<file path="config.mk">
export PLATFORM = sky130hd
export DESIGN_NAME = pfb_queue
export DESIGN_NICKNAME = d
export VERILOG_FILES = /design/src/hw/rtl/pfb_pkg.sv /design/src/hw/rtl/pfb_queue.sv
export SDC_FILE = /design/constraint.sdc
export NUM_CORES = 1
export LEC_CHECK = 0
export ABC_AREA = 0
export BUFFER_PORTS_ARGS = -buffer_cell sky130_fd_sc_hd__buf_2
export CORE_AREA = 2 2 106 108
export CTS_CLUSTER_DIAMETER = 50
export DETAILED_ROUTE_END_ITERATION = 10
export DIE_AREA = 0 0 108 110
export SYNTH_ARGS = -nofsm -noshare
export SYNTH_HDL_FRONTEND = slang
export SYNTH_SLANG_ARGS = --single-unit
</file>
<file path="constraint.sdc">
create_clock -name clock -period 7.34 [get_ports clock]
set_input_delay 0 -clock clock [delete_from_list [all_inputs] [get_ports clock]]
set_output_delay 0 -clock clock [all_outputs]
set_load 0.1 [all_outputs]
</file>
<file path="src/hw/rtl/pfb_pkg.sv">
// ----------------------------------------------------------------------------
// pfb_pkg
// Shared constants, command format and address helpers for the page
// framebuffer with axis bars.
// ----------------------------------------------------------------------------
`default_nettype none

package pfb_pkg;

   localparam int SCREEN_W    = 128;
   localparam int SCREEN_H    = 32;
   localparam int PAGES       = (SCREEN_H + 7) / 8;
   localparam int STORE_BYTES = SCREEN_W * PAGES;

   localparam int X_W    = $clog2(SCREEN_W);
   localparam int Y_W    = $clog2(SCREEN_H);
   localparam int PAGE_W = (PAGES > 1) ? $clog2(PAGES) : 1;
   localparam int ADDR_W = $clog2(STORE_BYTES);
   localparam int BYTE_W = 8;

   localparam int POS_W      = 9;
   localparam int RADDR_W    = 9;
   localparam int COORD_W    = 11;
   localparam int CX_W       = 7;
   localparam int CY_W       = 5;
   localparam int CSR_DATA_W = 7;
   localparam int CSR_IDX_W  = 1;

   localparam logic [CX_W-1:0] CENTER_X_RST = CX_W'(64);
   localparam logic [CY_W-1:0] CENTER_Y_RST = CY_W'(16);

   localparam logic [CSR_IDX_W-1:0] CSR_CENTER_X = 1'b0;
   localparam logic [CSR_IDX_W-1:0] CSR_CENTER_Y = 1'b1;

   localparam logic [1:0] REQ_PIXEL = 2'd0;
   localparam logic [1:0] REQ_BARS  = 2'd1;
   localparam logic [1:0] REQ_CLEAR = 2'd2;
   localparam logic [1:0] REQ_READ  = 2'd3;

   localparam logic [1:0] OP_NONE  = 2'd0;
   localparam logic [1:0] OP_DRAW  = 2'd1;
   localparam logic [1:0] OP_CLEAR = 2'd2;
   localparam logic [1:0] OP_READ  = 2'd3;

   localparam int QUEUE_DEPTH = 2;
   localparam int QPTR_W      = 1;
   localparam int QCNT_W      = 2;

   typedef struct packed {
      logic [1:0]        op;
      logic              clipped;
      logic              color;
      logic [X_W-1:0]    hx_lo;
      logic [X_W-1:0]    hx_hi;
      logic [PAGE_W-1:0] hpage;
      logic [BYTE_W-1:0] hmask;
      logic              vdo;
      logic [X_W-1:0]    vx;
      logic [Y_W-1:0]    vy_lo;
      logic [Y_W-1:0]    vy_hi;
      logic [ADDR_W-1:0] addr;
   } cmd_type;

   function automatic logic [PAGE_W-1:0] page_of(input logic [Y_W-1:0] y);
      return PAGE_W'(y >> 3);
   endfunction

   function automatic logic [ADDR_W-1:0] byte_addr(input logic [PAGE_W-1:0] page,
                                                   input logic [X_W-1:0] x);
      return ADDR_W'(ADDR_W'(page) * ADDR_W'(SCREEN_W) + ADDR_W'(x));
   endfunction

endpackage

`default_nettype wire

</file>
<file path="src/hw/rtl/pfb_queue.sv">
// ----------------------------------------------------------------------------
// pfb_queue
// Short command queue between the request front end and the drawing engine.
// ----------------------------------------------------------------------------
`default_nettype none

module pfb_queue (
   input  logic             clock,
   input  logic             reset,
   input  logic             push,
   input  pfb_pkg::cmd_type push_cmd,
   output logic             full,
   input  logic             pop,
   output pfb_pkg::cmd_type pop_cmd,
   output logic             empty
);

   pfb_pkg::cmd_type entries_ff [pfb_pkg::QUEUE_DEPTH];

   logic [pfb_pkg::QPTR_W-1:0] wr_ptr_ff, wr_ptr_in;
   logic [pfb_pkg::QPTR_W-1:0] rd_ptr_ff, rd_ptr_in;
   logic [pfb_pkg::QCNT_W-1:0] cnt_ff, cnt_in;

   assign full    = (cnt_ff == pfb_pkg::QCNT_W'(pfb_pkg::QUEUE_DEPTH));
   assign empty   = (cnt_ff == '0);
   assign pop_cmd = entries_ff[rd_ptr_ff];

   always_comb begin
      wr_ptr_in = wr_ptr_ff;
      rd_ptr_in = rd_ptr_ff;
      cnt_in    = cnt_ff;
      if (push) begin
         wr_ptr_in = (wr_ptr_ff == pfb_pkg::QPTR_W'(pfb_pkg::QUEUE_DEPTH - 1)) ?
                     '0 : wr_ptr_ff + 1'b1;
      end
      if (pop) begin
         rd_ptr_in = (rd_ptr_ff == pfb_pkg::QPTR_W'(pfb_pkg::QUEUE_DEPTH - 1)) ?
                     '0 : rd_ptr_ff + 1'b1;
      end
      if (push && !pop) begin
         cnt_in = cnt_ff + 1'b1;
      end else if (pop && !push) begin
         cnt_in = cnt_ff - 1'b1;
      end
   end

   always_ff @(posedge clock) begin
      if (reset) begin
         wr_ptr_ff <= '0;
         rd_ptr_ff <= '0;
         cnt_ff    <= '0;
      end else begin
         wr_ptr_ff <= wr_ptr_in;
         rd_ptr_ff <= rd_ptr_in;
         cnt_ff    <= cnt_in;
      end
   end

   always_ff @(posedge clock) begin
      if (push) begin
         entries_ff[wr_ptr_ff] <= push_cmd;
      end
   end

endmodule

`default_nettype wire

</file>
==> results.py <==
metrics = {
    "layout": {
        "diodes": 0,
        "fill_cells": 838,
        "final_nets": 445,
        "final_cells": 538,
        "area_growth_pct": 46.27,
        "layout-drive-gt1-share": 0.5176,
    },
    "critical_path": {
        "cp_max_fo": 47,
        "crit_path_max_incr_delay_ps": 580,
        "cp_top_family": "buffers and inverters",
        "startpoint_type": "register",
        "worstSetupEndpointType": "output pin",
        "crit_chain": "buf_4 -> mux2_2 -> buf_2",
        "required_ps": 7340,
        "path_buf_inv": 2,
        "worstPathArrival_ps": 2270,
        "crit_type": "register to output pin",
        "cp_slowest_cell": "buf_4",
    },
    "yosys": {
        "syn_area_per_cell_um2": 21.73,
        "yosysWarnings": 0,
        "netlist_area_um2": 4194,
        "yosysUniqueCellTypes": 16,
        "yosysSeqAreaShare": 0.8115,
        "synth_area_leaders": "edfxtp_1, mux2_2, dfxtp_1, buf_6, nor2_1",
        "synth_area_leader_cell": "edfxtp_1",
        "netlist_instances": 193,
        "yosys.area.top_type_share": 0.7876,
        "ys_seq_elements": 115,
        "synth_nets": 253,
    },
    "power_and_ir_drop": {
        "power_uw": 2044,
        "pwr-share-clk": 0.412,
        "p_per_area_nw_per_um2": 333.3,
        "leakagePower_uw": 0.002371,
        "switching_power_uw": 604.3,
        "internal_power_uw": 1440,
        "pwr-share-seq": 0.380,
        "vdd_drop_max_v": 0.0002238,
        "sw_frac_of_total": 0.2956,
        "power_frac_comb": 0.208,
    },
    "cts": {
        "cts_hold_buf": 61,
        "clock_latency_ps": 510,
        "ctsRootBufferMaster": "clkbuf_8",
        "tritoncts": "built",
        "clk_pin_slew_ps": 60,
        "cts.path.max_buffers": 2,
        "cts_resized": 0,
        "postCtsSetupBuffers": 0,
        "cts-buffers-inserted": 17,
        "h-tree-depth": 4,
        "clock-sinks": 115,
    },
    "job": {
        "maxCapViolCount": 0,
    },
    "detailed_routing": {
        "wl_mm": 7.878,
        "vias_per_cell": 4.506,
        "via_count": 2424,
        "firstDrtPassIters": 4,
        "drtIter0Drc": 103,
        "drtAntennaViolNets": 0,
        "routedWlPerCell_um": 14.64,
        "drc": 0,
    },
    "global_route": {
        "grt_antenna_before_repair": 0,
        "grt_pass1_vias": 2490,
        "grt_pass1_wl_mm": 11.83,
        "grt_max_degree": 48,
        "grt_overflow": 0,
        "gr-usage-all-layers": 0.1384,
    },
    "timing": {
        "clock_skew_ps": 3.510,
        "hold_viol_final": 0,
        "fmax_mhz": 441.2,
        "relSlewSlack": 0.5601,
        "setup_viol": 0,
        "tns_ps": 0,
        "rsz0062_at_grt": "no",
        "fin_crit_sh": 0.3088,
        "slew_viol_final": 0,
        "fin_crit_ps": 2266,
        "worstMarginPinSlew_ps": 659.9,
    },
    "hold_path": {
        "holdCritPathClass": "input port to register",
    },
    "die": {
        "rows": 38,
        "die-area_um2": 11880,
        "die_h_um": 110,
        "die-width_um": 108,
        "core_area_um2": 10700,
        "num_io_pins": 116,
        "start_util": 0.3920,
    },
    "place": {
        "portBuffers": 115,
        "gp_congestion": 0.6966,
        "dpl.hpwl_mm": 4.477,
        "place_inst": 445,
    },
    "status": {
        "status": "completed",
    },
}
cell usage in the layout (no fill, tap or decap):
cell type / n
clkinv_1: 1
clkinv_2: 7
clkbuf_16: 16
dfxtp_1: 4
mux2_2: 55
xnor2_1: 2
inv_1: 1
ha_1: 1
xor2_1: 2
o21ai_0: 1
dfxtp_2: 1
or3_1: 1
and2b_2: 1
clkbuf_1: 2
bufinv_16: 5
a21oi_1: 1
dlygate4sd3_1: 61
buf_4: 3
nor2_1: 5
edfxtp_1: 110
buf_2: 115
clkbuf_8: 1
and2_2: 1
nor2b_4: 1
power by group through the flow:
| stage | logic, µW | registers [µW] | clock network, µW |
|---|---|---|---|
| final | 425 | 778 | 841 |
| after CTS | 427 | 778 | 863 |
| after floorplan | 340 | 788 | 0 |
| after detailed placement | 400 | 791 | 0 |
| after global routing | 442 | 781 | 893 |
| after global placement | 399 | 789 | 0 |
metal layers:
metal,vias to the layer above,share of wire,global-route usage
li1,1141,-,-
met1,1174,0.42,0.1596
met2,97,0.51,0.2246
met3,12,0.061,0.05291
met4,0,0.014,0.07418
met5,-,0,0
final cells by class:
cell class / instances / area [µm²] / area share
Sequential cell: 115 / 3405 / 0.5550
Timing Repair Buffer: 179 / 1209 / 0.1970
Clock buffer: 19 / 421.7 / 0.06873
Tap cell: 140 / 175.2 / 0.02855
Multi-Input combinational cell: 71 / 732.0 / 0.1193
Inverter: 1 / 3.754 / 0.0006119
Clock inverter: 13 / 188.9 / 0.03080
cells by family (layout without fill, tap and decap cells):
logic type / count (synthesis) / after routing / share of synthesized area
multiplexers: 55 / 55 / 0.1477
adder cells (fa/ha/maj): 1 / 1 / 0.002983
AO/OA/AOI/OAI: 2 / 2 / 0.002384
buffers and inverters: 7 / 212 / 0.01611
flip-flops: 115 / 115 / 0.8115
XOR/XNOR: 4 / 4 / 0.008355
AND/OR/NAND/NOR: 9 / 9 / 0.01104
worst register-to-register path, cell delays in order (launching register included):
cell and delay [ps]:
dfxtp_1 410, and2_2 320, buf_4 590
through the flow:
step	util	setup slack [ps]	hold WS, ps	instance area (µm²)
after global routing	0.5735	4946	194.5	6135
after CTS	0.5735	5023	175.3	6135
after floorplan	-	4088	69.07	4194
after detailed placement	0.4593	5577	193.0	4913
after global placement	0.4593	5583	187.9	4913
final	0.5735	5074	206.8	6135
final timing paths:
| check | depth (start not counted) | to | slack, ps | start |
|---|---|---|---|---|
| max | 3 | pop_cmd[11] | 5070 | register |
| min | 2 | entries_ff[1][34] | 210 | push_cmd[34] |
| max reg2reg | 2 | entries_ff[1][25] | 5640 | wr_ptr_ff |
| min reg2reg | 2 | rd_ptr_ff | 520 | rd_ptr_ff |
synth_stat cells:
cell      instances
edfxtp_1        110
mux2_2           55
buf_6             5
dfxtp_1           5
nor2_1            5
xnor2_1           2
xor2_1            2
a21oi_1           1
and2_1            1
and2b_2           1
buf_4             1
ha_1              1
inv_1             1
nor2b_1           1
o21ai_0           1
or3_1             1
registers in the layout, summed over array words and instances (netlist names), named ones only:
name	flops
entries_ff	110
cnt_ff	2
rd_ptr_ff	1
wr_ptr_ff	1
(Power assumes the default switching activity.)
