$ cat src/hw/rtl/pfb_pkg.sv
// ----------------------------------------------------------------------------
// pfb_pkg
// Shared constants, command format and address helpers for the page
// framebuffer with axis bars.
// ----------------------------------------------------------------------------
`default_nettype none

package pfb_pkg;

   localparam int SCREEN_W    = 128;
   localparam int SCREEN_H    = 32;
   localparam int PAGES       = (SCREEN_H + 7) / 8;
   localparam int STORE_BYTES = SCREEN_W * PAGES;

   localparam int X_W    = $clog2(SCREEN_W);
   localparam int Y_W    = $clog2(SCREEN_H);
   localparam int PAGE_W = (PAGES > 1) ? $clog2(PAGES) : 1;
   localparam int ADDR_W = $clog2(STORE_BYTES);
   localparam int BYTE_W = 8;

   localparam int POS_W      = 9;
   localparam int RADDR_W    = 9;
   localparam int COORD_W    = 11;
   localparam int CX_W       = 7;
   localparam int CY_W       = 5;
   localparam int CSR_DATA_W = 7;
   localparam int CSR_IDX_W  = 1;

   localparam logic [CX_W-1:0] CENTER_X_RST = CX_W'(64);
   localparam logic [CY_W-1:0] CENTER_Y_RST = CY_W'(16);

   localparam logic [CSR_IDX_W-1:0] CSR_CENTER_X = 1'b0;
   localparam logic [CSR_IDX_W-1:0] CSR_CENTER_Y = 1'b1;

   localparam logic [1:0] REQ_PIXEL = 2'd0;
   localparam logic [1:0] REQ_BARS  = 2'd1;
   localparam logic [1:0] REQ_CLEAR = 2'd2;
   localparam logic [1:0] REQ_READ  = 2'd3;

   localparam logic [1:0] OP_NONE  = 2'd0;
   localparam logic [1:0] OP_DRAW  = 2'd1;
   localparam logic [1:0] OP_CLEAR = 2'd2;
   localparam logic [1:0] OP_READ  = 2'd3;

   localparam int QUEUE_DEPTH = 2;
   localparam int QPTR_W      = 1;
   localparam int QCNT_W      = 2;

   typedef struct packed {
      logic [1:0]        op;
      logic              clipped;
      logic              color;
      logic [X_W-1:0]    hx_lo;
      logic [X_W-1:0]    hx_hi;
      logic [PAGE_W-1:0] hpage;
      logic [BYTE_W-1:0] hmask;
      logic              vdo;
      logic [X_W-1:0]    vx;
      logic [Y_W-1:0]    vy_lo;
      logic [Y_W-1:0]    vy_hi;
      logic [ADDR_W-1:0] addr;
   } cmd_type;

   function automatic logic [PAGE_W-1:0] page_of(input logic [Y_W-1:0] y);
      return PAGE_W'(y >> 3);
   endfunction

   function automatic logic [ADDR_W-1:0] byte_addr(input logic [PAGE_W-1:0] page,
                                                   input logic [X_W-1:0] x);
      return ADDR_W'(ADDR_W'(page) * ADDR_W'(SCREEN_W) + ADDR_W'(x));
   endfunction

endpackage

`default_nettype wire

$ cat src/hw/rtl/pfb_front.sv
// ----------------------------------------------------------------------------
// pfb_front
// Takes requests, holds the centre registers and turns each request into a
// clipped command for the queue.
// ----------------------------------------------------------------------------
`default_nettype none

module pfb_front (
   input  logic                                clock,
   input  logic                                reset,
   input  logic                                start,
   output logic                                busy,
   input  logic [1:0]                          req_type,
   input  logic signed [pfb_pkg::POS_W-1:0]    req_pos_x,
   input  logic signed [pfb_pkg::POS_W-1:0]    req_pos_y,
   input  logic                                req_color,
   input  logic [pfb_pkg::RADDR_W-1:0]         req_read_addr,
   input  logic                                csr_we,
   input  logic [pfb_pkg::CSR_IDX_W-1:0]       csr_index,
   input  logic [pfb_pkg::CSR_DATA_W-1:0]      csr_wdata,
   input  logic                                q_full,
   input  logic                                init_busy,
   output logic                                push,
   output pfb_pkg::cmd_type                    cmd
);

   localparam int CW = pfb_pkg::COORD_W;
   localparam logic signed [CW-1:0] X_MAX = CW'(pfb_pkg::SCREEN_W - 1);
   localparam logic signed [CW-1:0] Y_MAX = CW'(pfb_pkg::SCREEN_H - 1);

   logic [pfb_pkg::CX_W-1:0] center_x_ff, center_x_in;
   logic [pfb_pkg::CY_W-1:0] center_y_ff, center_y_in;

   logic signed [CW-1:0] px, py, cx, cy, ex, ey;
   logic signed [CW-1:0] xlo, xhi, ylo, yhi, xlo_c, xhi_c, ylo_c, yhi_c;
   logic                 pix_on, clip_x, clip_y;

   always_comb begin
      center_x_in = center_x_ff;
      center_y_in = center_y_ff;
      if (csr_we) begin
         case (csr_index)
            pfb_pkg::CSR_CENTER_X: center_x_in = csr_wdata[pfb_pkg::CX_W-1:0];
            pfb_pkg::CSR_CENTER_Y: center_y_in = csr_wdata[pfb_pkg::CY_W-1:0];
            default: ;
         endcase
      end
   end

   always_ff @(posedge clock) begin
      if (reset) begin
         center_x_ff <= pfb_pkg::CENTER_X_RST;
         center_y_ff <= pfb_pkg::CENTER_Y_RST;
      end else begin
         center_x_ff <= center_x_in;
         center_y_ff <= center_y_in;
      end
   end

   assign busy = q_full | init_busy;
   assign push = start & ~busy;

   always_comb begin
      px = CW'(req_pos_x);
      py = CW'(req_pos_y);
      cx = $signed(CW'(center_x_ff));
      cy = $signed(CW'(center_y_ff));
      ex = cx + px;
      ey = cy + py;
      xlo = (ex < cx) ? ex : cx;
      xhi = (ex < cx) ? cx : ex;
      ylo = (ey < cy) ? ey : cy;
      yhi = (ey < cy) ? cy : ey;
      clip_x = xlo[CW-1] | (xhi > X_MAX);
      clip_y = ylo[CW-1] | (yhi > Y_MAX);
      xlo_c = xlo[CW-1] ? '0 : xlo;
      xhi_c = (xhi > X_MAX) ? X_MAX : xhi;
      ylo_c = ylo[CW-1] ? '0 : ylo;
      yhi_c = (yhi > Y_MAX) ? Y_MAX : yhi;
      pix_on = ~px[CW-1] & ~py[CW-1] & (px <= X_MAX) & (py <= Y_MAX);

      cmd = '0;
      case (req_type)
         pfb_pkg::REQ_PIXEL: begin
            if (pix_on) begin
               cmd.op    = pfb_pkg::OP_DRAW;
               cmd.color = req_color;
               cmd.hx_lo = pfb_pkg::X_W'(px);
               cmd.hx_hi = pfb_pkg::X_W'(px);
               cmd.hpage = pfb_pkg::page_of(pfb_pkg::Y_W'(py));
               cmd.hmask = pfb_pkg::BYTE_W'(1) << py[2:0];
            end else begin
               cmd.op      = pfb_pkg::OP_NONE;
               cmd.clipped = 1'b1;
            end
         end
         pfb_pkg::REQ_BARS: begin
            cmd.op      = pfb_pkg::OP_DRAW;
            cmd.color   = 1'b1;
            cmd.clipped = clip_x | clip_y;
            cmd.hx_lo   = pfb_pkg::X_W'(xlo_c);
            cmd.hx_hi   = pfb_pkg::X_W'(xhi_c);
            cmd.hpage   = pfb_pkg::page_of(pfb_pkg::Y_W'(cy));
            cmd.hmask   = pfb_pkg::BYTE_W'(1) << cy[2:0];
            cmd.vdo     = 1'b1;
            cmd.vx      = pfb_pkg::X_W'(cx);
            cmd.vy_lo   = pfb_pkg::Y_W'(ylo_c);
            cmd.vy_hi   = pfb_pkg::Y_W'(yhi_c);
         end
         pfb_pkg::REQ_CLEAR: begin
            cmd.op = pfb_pkg::OP_CLEAR;
         end
         default: begin
            if ({1'b0, req_read_addr} <
                (pfb_pkg::RADDR_W + 1)'(pfb_pkg::STORE_BYTES)) begin
               cmd.op   = pfb_pkg::OP_READ;
               cmd.addr = pfb_pkg::ADDR_W'(req_read_addr);
            end else begin
               cmd.op      = pfb_pkg::OP_NONE;
               cmd.clipped = 1'b1;
            end
         end
      endcase
   end

endmodule

`default_nettype wire

$ cat config.mk
export PLATFORM = sky130hd
export DESIGN_NAME = pfb_front
export DESIGN_NICKNAME = d
export VERILOG_FILES = /design/src/hw/rtl/pfb_pkg.sv /design/src/hw/rtl/pfb_front.sv
export SDC_FILE = /design/constraint.sdc
export NUM_CORES = 1
export LEC_CHECK = 0
export BUFFER_PORTS_ARGS = -buffer_cell sky130_fd_sc_hd__buf_2
export CAP_MARGIN = 10
export CELL_PAD_IN_SITES_DETAIL_PLACEMENT = 0
export CELL_PAD_IN_SITES_GLOBAL_PLACEMENT = 2
export CORE_MARGIN = 4
export CORE_UTILIZATION = 22
export CTS_CLUSTER_SIZE = 25
export DETAILED_ROUTE_END_ITERATION = 12
export PLACE_DENSITY = 0.82
export SLEW_MARGIN = 20
export SYNTH_ARGS = -nofsm -noshare
export SYNTH_HDL_FRONTEND = slang
export SYNTH_SLANG_ARGS = --single-unit
$ cat constraint.sdc
create_clock -name clock -period 4.1 [get_ports clock]
set_clock_uncertainty 0.15 [all_clocks]
set_input_delay 0.205 -clock clock [delete_from_list [all_inputs] [get_ports clock]]
set_output_delay 0.205 -clock clock [all_outputs]
set_load 0.05 [all_outputs]
==> summary.md <==
| Metric | Value |
|---|---|
| Vias in the first global route | between 2000 and 3000 |
| Max-Cap Viols | 0 |
| CTS tree | yes |
| CP Capture Type | output pin |
| Delay-heaviest family, CP | adder cells |
| Final Setup Violations | 12 |
| Number of diodes | 0 |
| Max Slew Vio Count | 0 |
| Distinct cells, synth | 49 |
| Synth Instances | between 300 and 400 |
| Psw | 0.393 mW |
| Setup crit start kind | register |
| Wire per inst | 14.5 um |
| Total wire length | between 8 and 9 mm |
| Hold Buf Count CTS | 0 |
| Ports | between 100 and 150 |
| Crit Path Max Fanout | 7 |
| Power Total | 0.858 mW |
| CTS Buf Count | 3 |
| Detail Placement HPWL | 6.34 mm |
| Hold WC Path Type | primary input to register |
| GRT Total Usage | 13.9% |
| Placer Congestion | ~0.84 |
| Slew @ Worst Pin | 0.777 ns |
| Fillers | between 1000 and 1500 |
| Share of layout cells above drive strength 1 | roughly half |
| Clk sinks | 12 |
| Final Hold Viols | 0 |
| Inst Count DP | roughly 540 |
| Post-Place Worst Slack | -0.145 ns |
| Min Tclk post-route | approximately 4.3 ns |
| Post-Syn Area | about 2100 um2 |
| First-pass GRT wire length | 13.0 mm |
| Final period util | 104% |
| Leakage dissipation | 1.68 nW |
| Finished Layout Cells | about 560 |
| Arrival time worst endpoint | ~3.9 ns |
| Area growth, synth to finish | 64.7% |
| H-tree levels | 1 |
| Syn avg cell area | 6.94 um2 |
| Final core occ | 37.3% |
| Largest net degree at the start of global routing | 26 |
| Register area share after synthesis | 11.4% |
| Design area | 3460 um2 |
| Routed vias | 2678 |
| I/O Buffers | 100 |
| CP peak stage delay | 0.37 ns |
| Sw Ratio | 45.8% |
| Die ar. | 11200 um2 |
| Seq pwr share | 15.0% |
| Warnings from Yosys | 0 |
| Core Box Area | 9280 um2 |
| Antenna-violating nets left | 0 |
| Comb power frac | 69.8% |
| Worst setup margin | -0.166 ns |
| DR vias/cell | 4.79 |
| CTS max path bufs | 2 |
| Height of the die | 106 um |
| Async SR Flop Fraction | 0% |
| Nets | around 500 |
| Initial DRC count | about 120 |
| Outcome | finished with violations |
| Std-Cell Rows | 35 |
| Sum Neg Setup Slack | -1.38 ns |
| Die width | 106 um |
| RSZ-0062 raised after global routing | true |
| Placed cell areas | 3010 um2 |
| Failing checks | setup timing |
| Antenna violations before repair | 0 |
| First-pass DRT Iterations | 5 |
| CP max-delay cell | or3_4 |
| Post-synthesis register bit count | 12 |
| Root Driver | clkbuf_8 |
| WP buf/inv | 3 |
| Hold_ws | 0.0160 ns |
| Mapped Nets | between 300 and 400 |
| Ys flop type | dfxtp_1 |
| Number of flops mapped to enable cells by yosys | 0 |
| Clock Latency Late Sink | roughly 0.24 ns |
| Grt ovf | 0 |
| Worst-path clk slew | 0.05 ns |
| Worst EP required | 3.74 ns |
| Crit-path cells | ha_4 -> inv_2 -> fa_2 -> nor2b_2 -> o31a_1 -> or2_4 -> a21oi_4 -> xnor2_2 -> ha_1 -> nor2b_4 -> or3_4 -> ha_4 -> buf_6 -> mux2_4 -> a21oi_4 -> o21ai_2 -> buf_6 |
| Int Pwr | 0.466 mW |
| Starting Density | 22.7% |
| Power Density | 248 nW/um2 |
| CP Class | register to output pin |
| Fmax | 234 MHz |
| Rel. slew slack | 48.0% |
| Clock share of power | 15.3% |
| DR DRC count | 0 |
| Worst VDD drop | 0.127 mV |
==> routing by layer <==
metal / GRT usage [%] / vias up / share of wire (%)
met4: 1.39 / 0 / 0.65
met5: 0 / - / 0
met1: 18.8 / 1249 / 46
met3: 2.76 / 7 / 5.4
li1: - / 1335 / -
met2: 23.5 / 87 / 47
==> state kept, by name, summed over array words and instances (netlist names) <==
signal	cells
center_x_ff	7
center_y_ff	5
==> power groups by stage <==
stage | logic, mW | clock network, mW | registers [mW]
6_report | 0.599 | 0.131 | 0.129
5_1_grt | 0.646 | 0.142 | 0.129
4_1_cts | 0.547 | 0.134 | 0.129
3_5_place_dp | 0.466 | 0 | 0.131
3_3_place_gp | 0.464 | 0 | 0.131
2_1_floorplan | 0.341 | 0 | 0.131
==> cell type report <==
cell class | count | area (um2) | share of cell area, %
multi-input combinational | 257 | 2050 | 59.0
timing repair buffer | 137 | 885 | 25.5
sequential | 12 | 243 | 7.01
tap | 129 | 161 | 4.66
inverter | 20 | 75.1 | 2.17
clock buffer | 4 | 55.1 | 1.59
==> what timing repair did <==
item / in CTS / in global routing
gates resized for setup: 41 / 34
setup endpoints to repair: 18 / 25
buffers inserted: 11 / 4
pin swaps: 14 / 9
gates cloned: 2 / 0
==> cell families after synthesis <==
logic type,after synthesis,share of synthesized area (%)
AND/OR/NAND/NOR,113,27.2
AO/OA/AOI/OAI,95,28.1
buffers and inverters,34,6.42
flip-flops,12,11.4
adder cells (fa/ha/maj),26,16.2
multiplexers,15,7.38
XOR/XNOR,8,3.33
==> placed cells by master (no fill, tap or decap), types with 3 or more instances in the layout <==
master / count
o22ai_1: 6
a21oi_4: 3
xnor2_1: 5
nor2_1: 20
and3_1: 10
o21a_1: 5
nand2b_1: 6
o21ai_0: 6
ha_4: 3
nor3_2: 5
nor2b_1: 5
a21o_1: 8
buf_4: 35
buf_6: 15
clkbuf_8: 4
nand2_1: 35
inv_1: 19
ha_1: 21
dfxtp_1: 10
nor3_1: 3
a21oi_2: 11
mux2_4: 3
o21ai_2: 11
a21oi_1: 21
mux2i_1: 9
buf_2: 83
clkbuf_4: 3
or3_1: 4
nand3_1: 6
and2_1: 3
==> final timing paths <==
| check | from | to | slack (ns) | depth (start not counted) |
|---|---|---|---|---|
| worst max-delay path | center_x_ff[0] | cmd[40] | -0.17 | 17 |
| worst min-delay path | csr_wdata[6] | center_x_ff[6] | 0.02 | 2 |
| worst max register to register | center_x_ff[6] | center_x_ff[6] | 3.03 | 3 |
| worst min register to register | center_x_ff[1] | center_x_ff[1] | 0.35 | 2 |
==> worst reg2reg max path, stage by stage (launching register included) <==
cell and delay (ns):
dfxtp_1 0.33, inv_1 0.14, nor2_1 0.07, a211o_1 0.27
==> cell usage after synthesis (6+ instances only) <==
cell type	count	area, um2
ha_1	24	300
dfxtp_1	12	240
nor2_1	22	82.6
a21o_1	8	60.1
o22ai_1	6	37.5
nor2b_1	7	43.8
xnor2_1	6	52.6
mux2i_1	11	110
inv_1	20	75.1
a21oi_1	35	175
nand2b_1	6	37.5
nor3_1	8	40.0
and3_1	10	62.6
nand3_1	6	30.0
nand2_1	35	131
o21ai_0	20	100
clkbuf_1	12	45.0
Power figures use the tool's default switching activity.
