<file path="src/hw/rtl/pfb_pkg.sv">
// ----------------------------------------------------------------------------
// pfb_pkg
// Shared constants, command format and address helpers for the page
// framebuffer with axis bars.
// ----------------------------------------------------------------------------
`default_nettype none

package pfb_pkg;

   localparam int SCREEN_W    = 128;
   localparam int SCREEN_H    = 32;
   localparam int PAGES       = (SCREEN_H + 7) / 8;
   localparam int STORE_BYTES = SCREEN_W * PAGES;

   localparam int X_W    = $clog2(SCREEN_W);
   localparam int Y_W    = $clog2(SCREEN_H);
   localparam int PAGE_W = (PAGES > 1) ? $clog2(PAGES) : 1;
   localparam int ADDR_W = $clog2(STORE_BYTES);
   localparam int BYTE_W = 8;

   localparam int POS_W      = 9;
   localparam int RADDR_W    = 9;
   localparam int COORD_W    = 11;
   localparam int CX_W       = 7;
   localparam int CY_W       = 5;
   localparam int CSR_DATA_W = 7;
   localparam int CSR_IDX_W  = 1;

   localparam logic [CX_W-1:0] CENTER_X_RST = CX_W'(64);
   localparam logic [CY_W-1:0] CENTER_Y_RST = CY_W'(16);

   localparam logic [CSR_IDX_W-1:0] CSR_CENTER_X = 1'b0;
   localparam logic [CSR_IDX_W-1:0] CSR_CENTER_Y = 1'b1;

   localparam logic [1:0] REQ_PIXEL = 2'd0;
   localparam logic [1:0] REQ_BARS  = 2'd1;
   localparam logic [1:0] REQ_CLEAR = 2'd2;
   localparam logic [1:0] REQ_READ  = 2'd3;

   localparam logic [1:0] OP_NONE  = 2'd0;
   localparam logic [1:0] OP_DRAW  = 2'd1;
   localparam logic [1:0] OP_CLEAR = 2'd2;
   localparam logic [1:0] OP_READ  = 2'd3;

   localparam int QUEUE_DEPTH = 2;
   localparam int QPTR_W      = 1;
   localparam int QCNT_W      = 2;

   typedef struct packed {
      logic [1:0]        op;
      logic              clipped;
      logic              color;
      logic [X_W-1:0]    hx_lo;
      logic [X_W-1:0]    hx_hi;
      logic [PAGE_W-1:0] hpage;
      logic [BYTE_W-1:0] hmask;
      logic              vdo;
      logic [X_W-1:0]    vx;
      logic [Y_W-1:0]    vy_lo;
      logic [Y_W-1:0]    vy_hi;
      logic [ADDR_W-1:0] addr;
   } cmd_type;

   function automatic logic [PAGE_W-1:0] page_of(input logic [Y_W-1:0] y);
      return PAGE_W'(y >> 3);
   endfunction

   function automatic logic [ADDR_W-1:0] byte_addr(input logic [PAGE_W-1:0] page,
                                                   input logic [X_W-1:0] x);
      return ADDR_W'(ADDR_W'(page) * ADDR_W'(SCREEN_W) + ADDR_W'(x));
   endfunction

endpackage

`default_nettype wire

</file>
<file path="src/hw/rtl/pfb_ram.sv">
// ----------------------------------------------------------------------------
// pfb_ram
// Generic single-port RAM with registered read data.
// ----------------------------------------------------------------------------
`default_nettype none

module pfb_ram #(
   parameter int DATA_W = 8,
   parameter int DEPTH  = 512
) (
   input  logic                     clock,
   input  logic                     we,
   input  logic [$clog2(DEPTH)-1:0] addr,
   input  logic [DATA_W-1:0]        wdata,
   output logic [DATA_W-1:0]        rdata
);

   logic [DATA_W-1:0] mem_ff [DEPTH];
   logic [DATA_W-1:0] rdata_ff;

   always_ff @(posedge clock) begin
      if (we) begin
         mem_ff[addr] <= wdata;
      end
      rdata_ff <= mem_ff[addr];
   end

   assign rdata = rdata_ff;

endmodule

`default_nettype wire

</file>
<file path="src/hw/rtl/pfb_back.sv">
// ----------------------------------------------------------------------------
// pfb_back
// Drawing engine: read-modify-write of frame store bytes for lines and
// pixels, clearing sweeps, byte reads, and the result strobe.
// ----------------------------------------------------------------------------
`default_nettype none

module pfb_back (
   input  logic                        clock,
   input  logic                        reset,
   input  logic                        q_empty,
   input  pfb_pkg::cmd_type            q_cmd,
   output logic                        q_pop,
   output logic                        init_busy,
   output logic                        rsp_valid,
   output logic [pfb_pkg::BYTE_W-1:0]  rsp_read_data,
   output logic                        rsp_clipped
);

   localparam logic [2:0] ST_IDLE = 3'd0;
   localparam logic [2:0] ST_HRD  = 3'd1;
   localparam logic [2:0] ST_HWR  = 3'd2;
   localparam logic [2:0] ST_VRD  = 3'd3;
   localparam logic [2:0] ST_VWR  = 3'd4;
   localparam logic [2:0] ST_CLR  = 3'd5;
   localparam logic [2:0] ST_RDW  = 3'd6;

   localparam logic [pfb_pkg::ADDR_W-1:0] LAST_ADDR =
      pfb_pkg::ADDR_W'(pfb_pkg::STORE_BYTES - 1);

   logic [2:0]                  state_ff, state_in;
   logic                        init_ff, init_in;
   logic [pfb_pkg::ADDR_W-1:0]  clr_cnt_ff, clr_cnt_in;
   pfb_pkg::cmd_type            cmd_ff, cmd_in;
   logic [pfb_pkg::X_W-1:0]     x_ff, x_in;
   logic [pfb_pkg::PAGE_W-1:0]  page_ff, page_in;
   logic                        rsp_valid_ff, rsp_valid_in;
   logic [pfb_pkg::BYTE_W-1:0]  rsp_data_ff, rsp_data_in;
   logic                        rsp_clip_ff, rsp_clip_in;

   logic                        ram_we;
   logic [pfb_pkg::ADDR_W-1:0]  ram_addr;
   logic [pfb_pkg::BYTE_W-1:0]  ram_wdata, ram_rdata;

   logic [2:0]                  lo_bit, hi_bit;
   logic [pfb_pkg::BYTE_W-1:0]  vmask;

   pfb_ram #(
      .DATA_W (pfb_pkg::BYTE_W),
      .DEPTH  (pfb_pkg::STORE_BYTES)
   ) u_ram (
      .clock (clock),
      .we    (ram_we),
      .addr  (ram_addr),
      .wdata (ram_wdata),
      .rdata (ram_rdata)
   );

   assign init_busy     = init_ff;
   assign rsp_valid     = rsp_valid_ff;
   assign rsp_read_data = rsp_data_ff;
   assign rsp_clipped   = rsp_clip_ff;

   always_comb begin
      lo_bit = (page_ff == pfb_pkg::page_of(cmd_ff.vy_lo)) ? cmd_ff.vy_lo[2:0] : 3'd0;
      hi_bit = (page_ff == pfb_pkg::page_of(cmd_ff.vy_hi)) ? cmd_ff.vy_hi[2:0] : 3'd7;
      vmask  = (8'hFF << lo_bit) & (8'hFF >> (3'd7 - hi_bit));
   end

   always_comb begin
      state_in     = state_ff;
      init_in      = init_ff;
      clr_cnt_in   = clr_cnt_ff;
      cmd_in       = cmd_ff;
      x_in         = x_ff;
      page_in      = page_ff;
      rsp_valid_in = 1'b0;
      rsp_data_in  = rsp_data_ff;
      rsp_clip_in  = rsp_clip_ff;
      q_pop        = 1'b0;
      ram_we       = 1'b0;
      ram_addr     = pfb_pkg::byte_addr(cmd_ff.hpage, x_ff);
      ram_wdata    = '0;
      case (state_ff)
         ST_IDLE: begin
            if (!q_empty) begin
               q_pop  = 1'b1;
               cmd_in = q_cmd;
               case (q_cmd.op)
                  pfb_pkg::OP_DRAW: begin
                     x_in     = q_cmd.hx_lo;
                     state_in = ST_HRD;
                  end
                  pfb_pkg::OP_CLEAR: begin
                     clr_cnt_in = '0;
                     state_in   = ST_CLR;
                  end
                  pfb_pkg::OP_READ: begin
                     ram_addr = q_cmd.addr;
                     state_in = ST_RDW;
                  end
                  default: begin
                     rsp_valid_in = 1'b1;
                     rsp_data_in  = '0;
                     rsp_clip_in  = q_cmd.clipped;
                  end
               endcase
            end
         end
         ST_HRD: begin
            state_in = ST_HWR;
         end
         ST_HWR: begin
            ram_we    = 1'b1;
            ram_wdata = cmd_ff.color ? (ram_rdata | cmd_ff.hmask)
                                     : (ram_rdata & ~cmd_ff.hmask);
            if (x_ff == cmd_ff.hx_hi) begin
               if (cmd_ff.vdo) begin
                  page_in  = pfb_pkg::page_of(cmd_ff.vy_lo);
                  state_in = ST_VRD;
               end else begin
                  rsp_valid_in = 1'b1;
                  rsp_data_in  = '0;
                  rsp_clip_in  = cmd_ff.clipped;
                  state_in     = ST_IDLE;
               end
            end else begin
               x_in     = x_ff + 1'b1;
               state_in = ST_HRD;
            end
         end
         ST_VRD: begin
            ram_addr = pfb_pkg::byte_addr(page_ff, cmd_ff.vx);
            state_in = ST_VWR;
         end
         ST_VWR: begin
            ram_addr  = pfb_pkg::byte_addr(page_ff, cmd_ff.vx);
            ram_we    = 1'b1;
            ram_wdata = ram_rdata | vmask;
            if (page_ff == pfb_pkg::page_of(cmd_ff.vy_hi)) begin
               rsp_valid_in = 1'b1;
               rsp_data_in  = '0;
               rsp_clip_in  = cmd_ff.clipped;
               state_in     = ST_IDLE;
            end else begin
               page_in  = page_ff + 1'b1;
               state_in = ST_VRD;
            end
         end
         ST_CLR: begin
            ram_addr  = clr_cnt_ff;
            ram_we    = 1'b1;
            ram_wdata = '0;
            if (clr_cnt_ff == LAST_ADDR) begin
               init_in  = 1'b0;
               state_in = ST_IDLE;
               if (!init_ff) begin
                  rsp_valid_in = 1'b1;
                  rsp_data_in  = '0;
                  rsp_clip_in  = 1'b0;
               end
            end else begin
               clr_cnt_in = clr_cnt_ff + 1'b1;
            end
         end
         ST_RDW: begin
            rsp_valid_in = 1'b1;
            rsp_data_in  = ram_rdata;
            rsp_clip_in  = 1'b0;
            state_in     = ST_IDLE;
         end
         default: begin
            state_in = ST_IDLE;
         end
      endcase
   end

   always_ff @(posedge clock) begin
      if (reset) begin
         state_ff     <= ST_CLR;
         init_ff      <= 1'b1;
         clr_cnt_ff   <= '0;
         rsp_valid_ff <= 1'b0;
      end else begin
         state_ff     <= state_in;
         init_ff      <= init_in;
         clr_cnt_ff   <= clr_cnt_in;
         rsp_valid_ff <= rsp_valid_in;
      end
   end

   always_ff @(posedge clock) begin
      cmd_ff      <= cmd_in;
      x_ff        <= x_in;
      page_ff     <= page_in;
      rsp_data_ff <= rsp_data_in;
      rsp_clip_ff <= rsp_clip_in;
   end

endmodule

`default_nettype wire

</file>
<file path="config.mk">
export PLATFORM = sky130hd
export DESIGN_NAME = pfb_back
export DESIGN_NICKNAME = d
export VERILOG_FILES = /design/src/hw/rtl/pfb_pkg.sv /design/src/hw/rtl/pfb_ram.sv /design/src/hw/rtl/pfb_back.sv
export SDC_FILE = /design/constraint.sdc
export NUM_CORES = 2
export LEC_CHECK = 0
export BUFFER_PORTS_ARGS = -buffer_cell sky130_fd_sc_hd__buf_2
export CAP_MARGIN = 20
export CORE_UTILIZATION = 63
export DETAILED_ROUTE_END_ITERATION = 8
export GPL_TIMING_DRIVEN = 1
export PLACE_DENSITY = 0.77
export SETUP_SLACK_MARGIN = 0.1
export SLEW_MARGIN = 20
export SYNTH_ARGS = -nofsm -noshare
export SYNTH_HDL_FRONTEND = slang
export SYNTH_HIERARCHICAL = 1
export SYNTH_SLANG_ARGS = --single-unit
</file>
<file path="constraint.sdc">
create_clock -name clock -period 42 [get_ports clock]
set_input_delay 4.2 -clock clock [delete_from_list [all_inputs] [get_ports clock]]
set_output_delay 4.2 -clock clock [all_outputs]
set_load 0.01 [all_outputs]
</file>
==> run metrics <==
status complete, no violations; core box area 255000 µm²; Crit path buffers/inverters 7; Sequential cell area 125000 µm²; Setup crit start kind input pin; Worst Hold Depth 1; initial drt markers 14779; Post-Synthesis Cells 7881; DP Wirelength 256000 µm; worst-skew pair later-pin latency 1010 ps; number of port buffers 69; Initial Util 63.5%; final core utilization 70.2%; Setup CP Type in2reg; placed instance count 11004; Reg2Reg Depth 16; min Tclk post-route 10930 ps; WP depth 17; vias 85589; RSZ-0062 raised after global routing no; largest net degree at the start of global routing 221; Die Wd 509 µm; worst hold-check path type reg2reg; worst path required time 42840 ps; CTS tree yes; Post-route DRC 0; average cell area after synthesis 20.5 µm²; CTS Buf Count 410; Post-synth EDFFs 4151; R2R setup slack 33390 ps; Post-Syn Nets 7947; fin. max-slew vios 0; Max Cap Viol 0; RR Startpoint state_ff[1]$_SDFFE_PP0P_; crit-path cells buf_2, ha_1, a21oi_1, o22a_1, a221o_4, buf_4, buf_4, buf_4, buf_4, buf_4, mux4_2, a22oi_1, o22ai_1, or4_1, nor4_1, buf_4, nand4_1; Final Wtd Congestion 0.928; # fillers 14275; cts hold-fix bufs 0; worst-case clock buffer depth 4; multi-input logic area 34700 µm²; commonest non-fill, non-tap cell in the layout edfxtp_1; Worst Setup EP u_ram/rdata[4]$_DFF_P_; share of cells above drive strength 1 20.9%; Ports 70; worst hold slack 534 ps; Die Y-Extent 509 µm; grt ovf 0; htree depth 5; fin crit share 26.0%; Post-DRT Antenna Nets 0; CP max-delay cell a221o_4; Slew @ Worst Pin 1320 ps; first-pass GRT wire length 612000 µm; Primary FF master, synth edfxtp_1; num rows 185; Synth Register Bits 4173; worst-path maximum fanout 52; register area share after synthesis 77.2%; post_cts resized 0; Synth async-reset ratio 0%; Leakage Power 0.0547 µW; Setup violations, final 0; most frequent cells in the layout edfxtp_1, mux4_2, nor2_1; PD cells 46.5 nW/µm²; All-Layer GR Usage 33.8%; synthesized area 162000 µm²; Layout area overhead 10.5%; Netlist cell types 82; Critical R2R Capture u_ram/rdata[4]$_DFF_P_; f_max 91.5 MHz; Peak supply drop 0.0475 mV; Setup Skew 75.3 ps; relative slew slack 11.9%; vias in the first global route 83648; Crit path max-delay family buffers and inverters; TritonRoute pass-1 iters 8; CTS sink cnt 4173; Post-CTS Setup Inserts 0; CP endpoint kind register; Clock transition at path regs 60 ps; setup_tns 0 ps; Final Non-Filler Cells 11742; final hold viol count 0; fin nets 8120; vias per cell 7.29; Critical Path AT 11770 ps; CTS root buf clkbuf_16; warnings from Yosys 6; WL/cell 37.0 µm; initial antenna violation count 28; Worst Setup SP q_cmd[53]; CP most frequent cell buf_4; Crit path largest cell delay 810 ps; Die ar. 259000 µm²; drt total wl 434000 µm
[worst reg2reg max path: cells and delay by family, from the launching register on]
kind | cells | cell delay [ps]
buffers and inverters | 6 | 3800
and+or+nand+nor | 5 | 1900
AOI/OAI and AO/OA | 4 | 1250
DFF | 1 | 1040
muxes | 1 | 450
[cell families after synthesis]
family	after synthesis	share of synthesized area, %
AOI/OAI and AO/OA	839	3.75
xor gates and xnor gates	24	0.130
adders and majority gates	8	0.0618
buffers and inverters	512	1.63
DFF	4173	77.2
muxes	1283	14.2
and+or+nand+nor	1042	2.94
[cell usage after synthesis, types with 27 or more instances]
cell         n  area share (%)
edfxtp_1  4151              77
mux4_2     816              11
nor2_1     566             1.3
mux2i_1    449             2.8
clkbuf_1   207            0.48
buf_2      184            0.57
a22oi_1    180            0.83
nand2_1    151            0.35
o22ai_1    119            0.46
a221oi_1    91            0.49
a21oi_1     84            0.26
a31oi_1     77            0.30
o21ai_0     67            0.21
buf_4       57            0.26
nand3_1     57            0.18
nand4_1     49            0.19
a22o_1      48            0.26
nor4_1      42            0.16
a211oi_1    40            0.19
a32oi_1     31            0.17
nor3_1      29           0.090
nor2b_1     27            0.10
[state kept, by name (all words and copies together) (netlist names)]
name / flops
u_ram/mem_ff: 4096
rsp_read_data: 8
rsp_clipped: 1
clr_cnt_ff: 9
init_busy: 1
u_ram/rdata: 8
page_ff: 2
x_ff: 7
state_ff: 3
rsp_valid: 1
cmd_ff: 37
[worst min path at each step]
| stage | startpoint | endpoint | slack [ps] |
|---|---|---|---|
| CTS | init_busy$_SDFFE_PP1N_ | init_busy$_SDFFE_PP1N_ | 520 |
| finish | init_busy$_SDFFE_PP1N_ | init_busy$_SDFFE_PP1N_ | 530 |
| global route | init_busy$_SDFFE_PP1N_ | init_busy$_SDFFE_PP1N_ | 560 |
| floorplan | clr_cnt_ff[8]$_SDFFE_PP0P_ | clr_cnt_ff[8]$_SDFFE_PP0P_ | 490 |
| detailed placement | init_busy$_SDFFE_PP1N_ | init_busy$_SDFFE_PP1N_ | 510 |
| global placement | init_busy$_SDFFE_PP1N_ | init_busy$_SDFFE_PP1N_ | 510 |
[power by group]
group          total, µW  leakage [µW]  switching, µW  internal, µW
registers           4530        0.0385           11.6          4510
clock network       3560       0.00630           1510          2040
logic                250       0.00992            162          87.9
[metrics by stage]
step                total power (µW)  cell area [µm²]  setup WS, ps
floorplan                       4780           162000          6810
global placement                4860           166000         30270
detailed placement              4860           166000         30260
CTS                             8340           179000         31310
global route                    8510           179000         30960
finish                          8330           179000         31070
[routing by layer]
layer  track usage (%)  vias to the layer above  share of wire (%)
li1                  -                    33260                  -
met1              45.8                    43895                 34
met2              49.5                     7182                 45
met3              11.7                     1220                 15
met4              16.5                       32                5.7
met5             0.426                        -               0.12
[layout make-up]
cell class,instances,share of cell area (%)
Antenna cell,8,0.0112
Multi-Input combinational cell,3196,19.4
Sequential cell,4173,69.9
Clock inverter,210,1.05
Timing Repair Buffer,262,1.15
Tap cell,3366,2.35
Clock buffer,516,6.11
Inverter,11,0.0259
(Power assumes the default switching activity.)
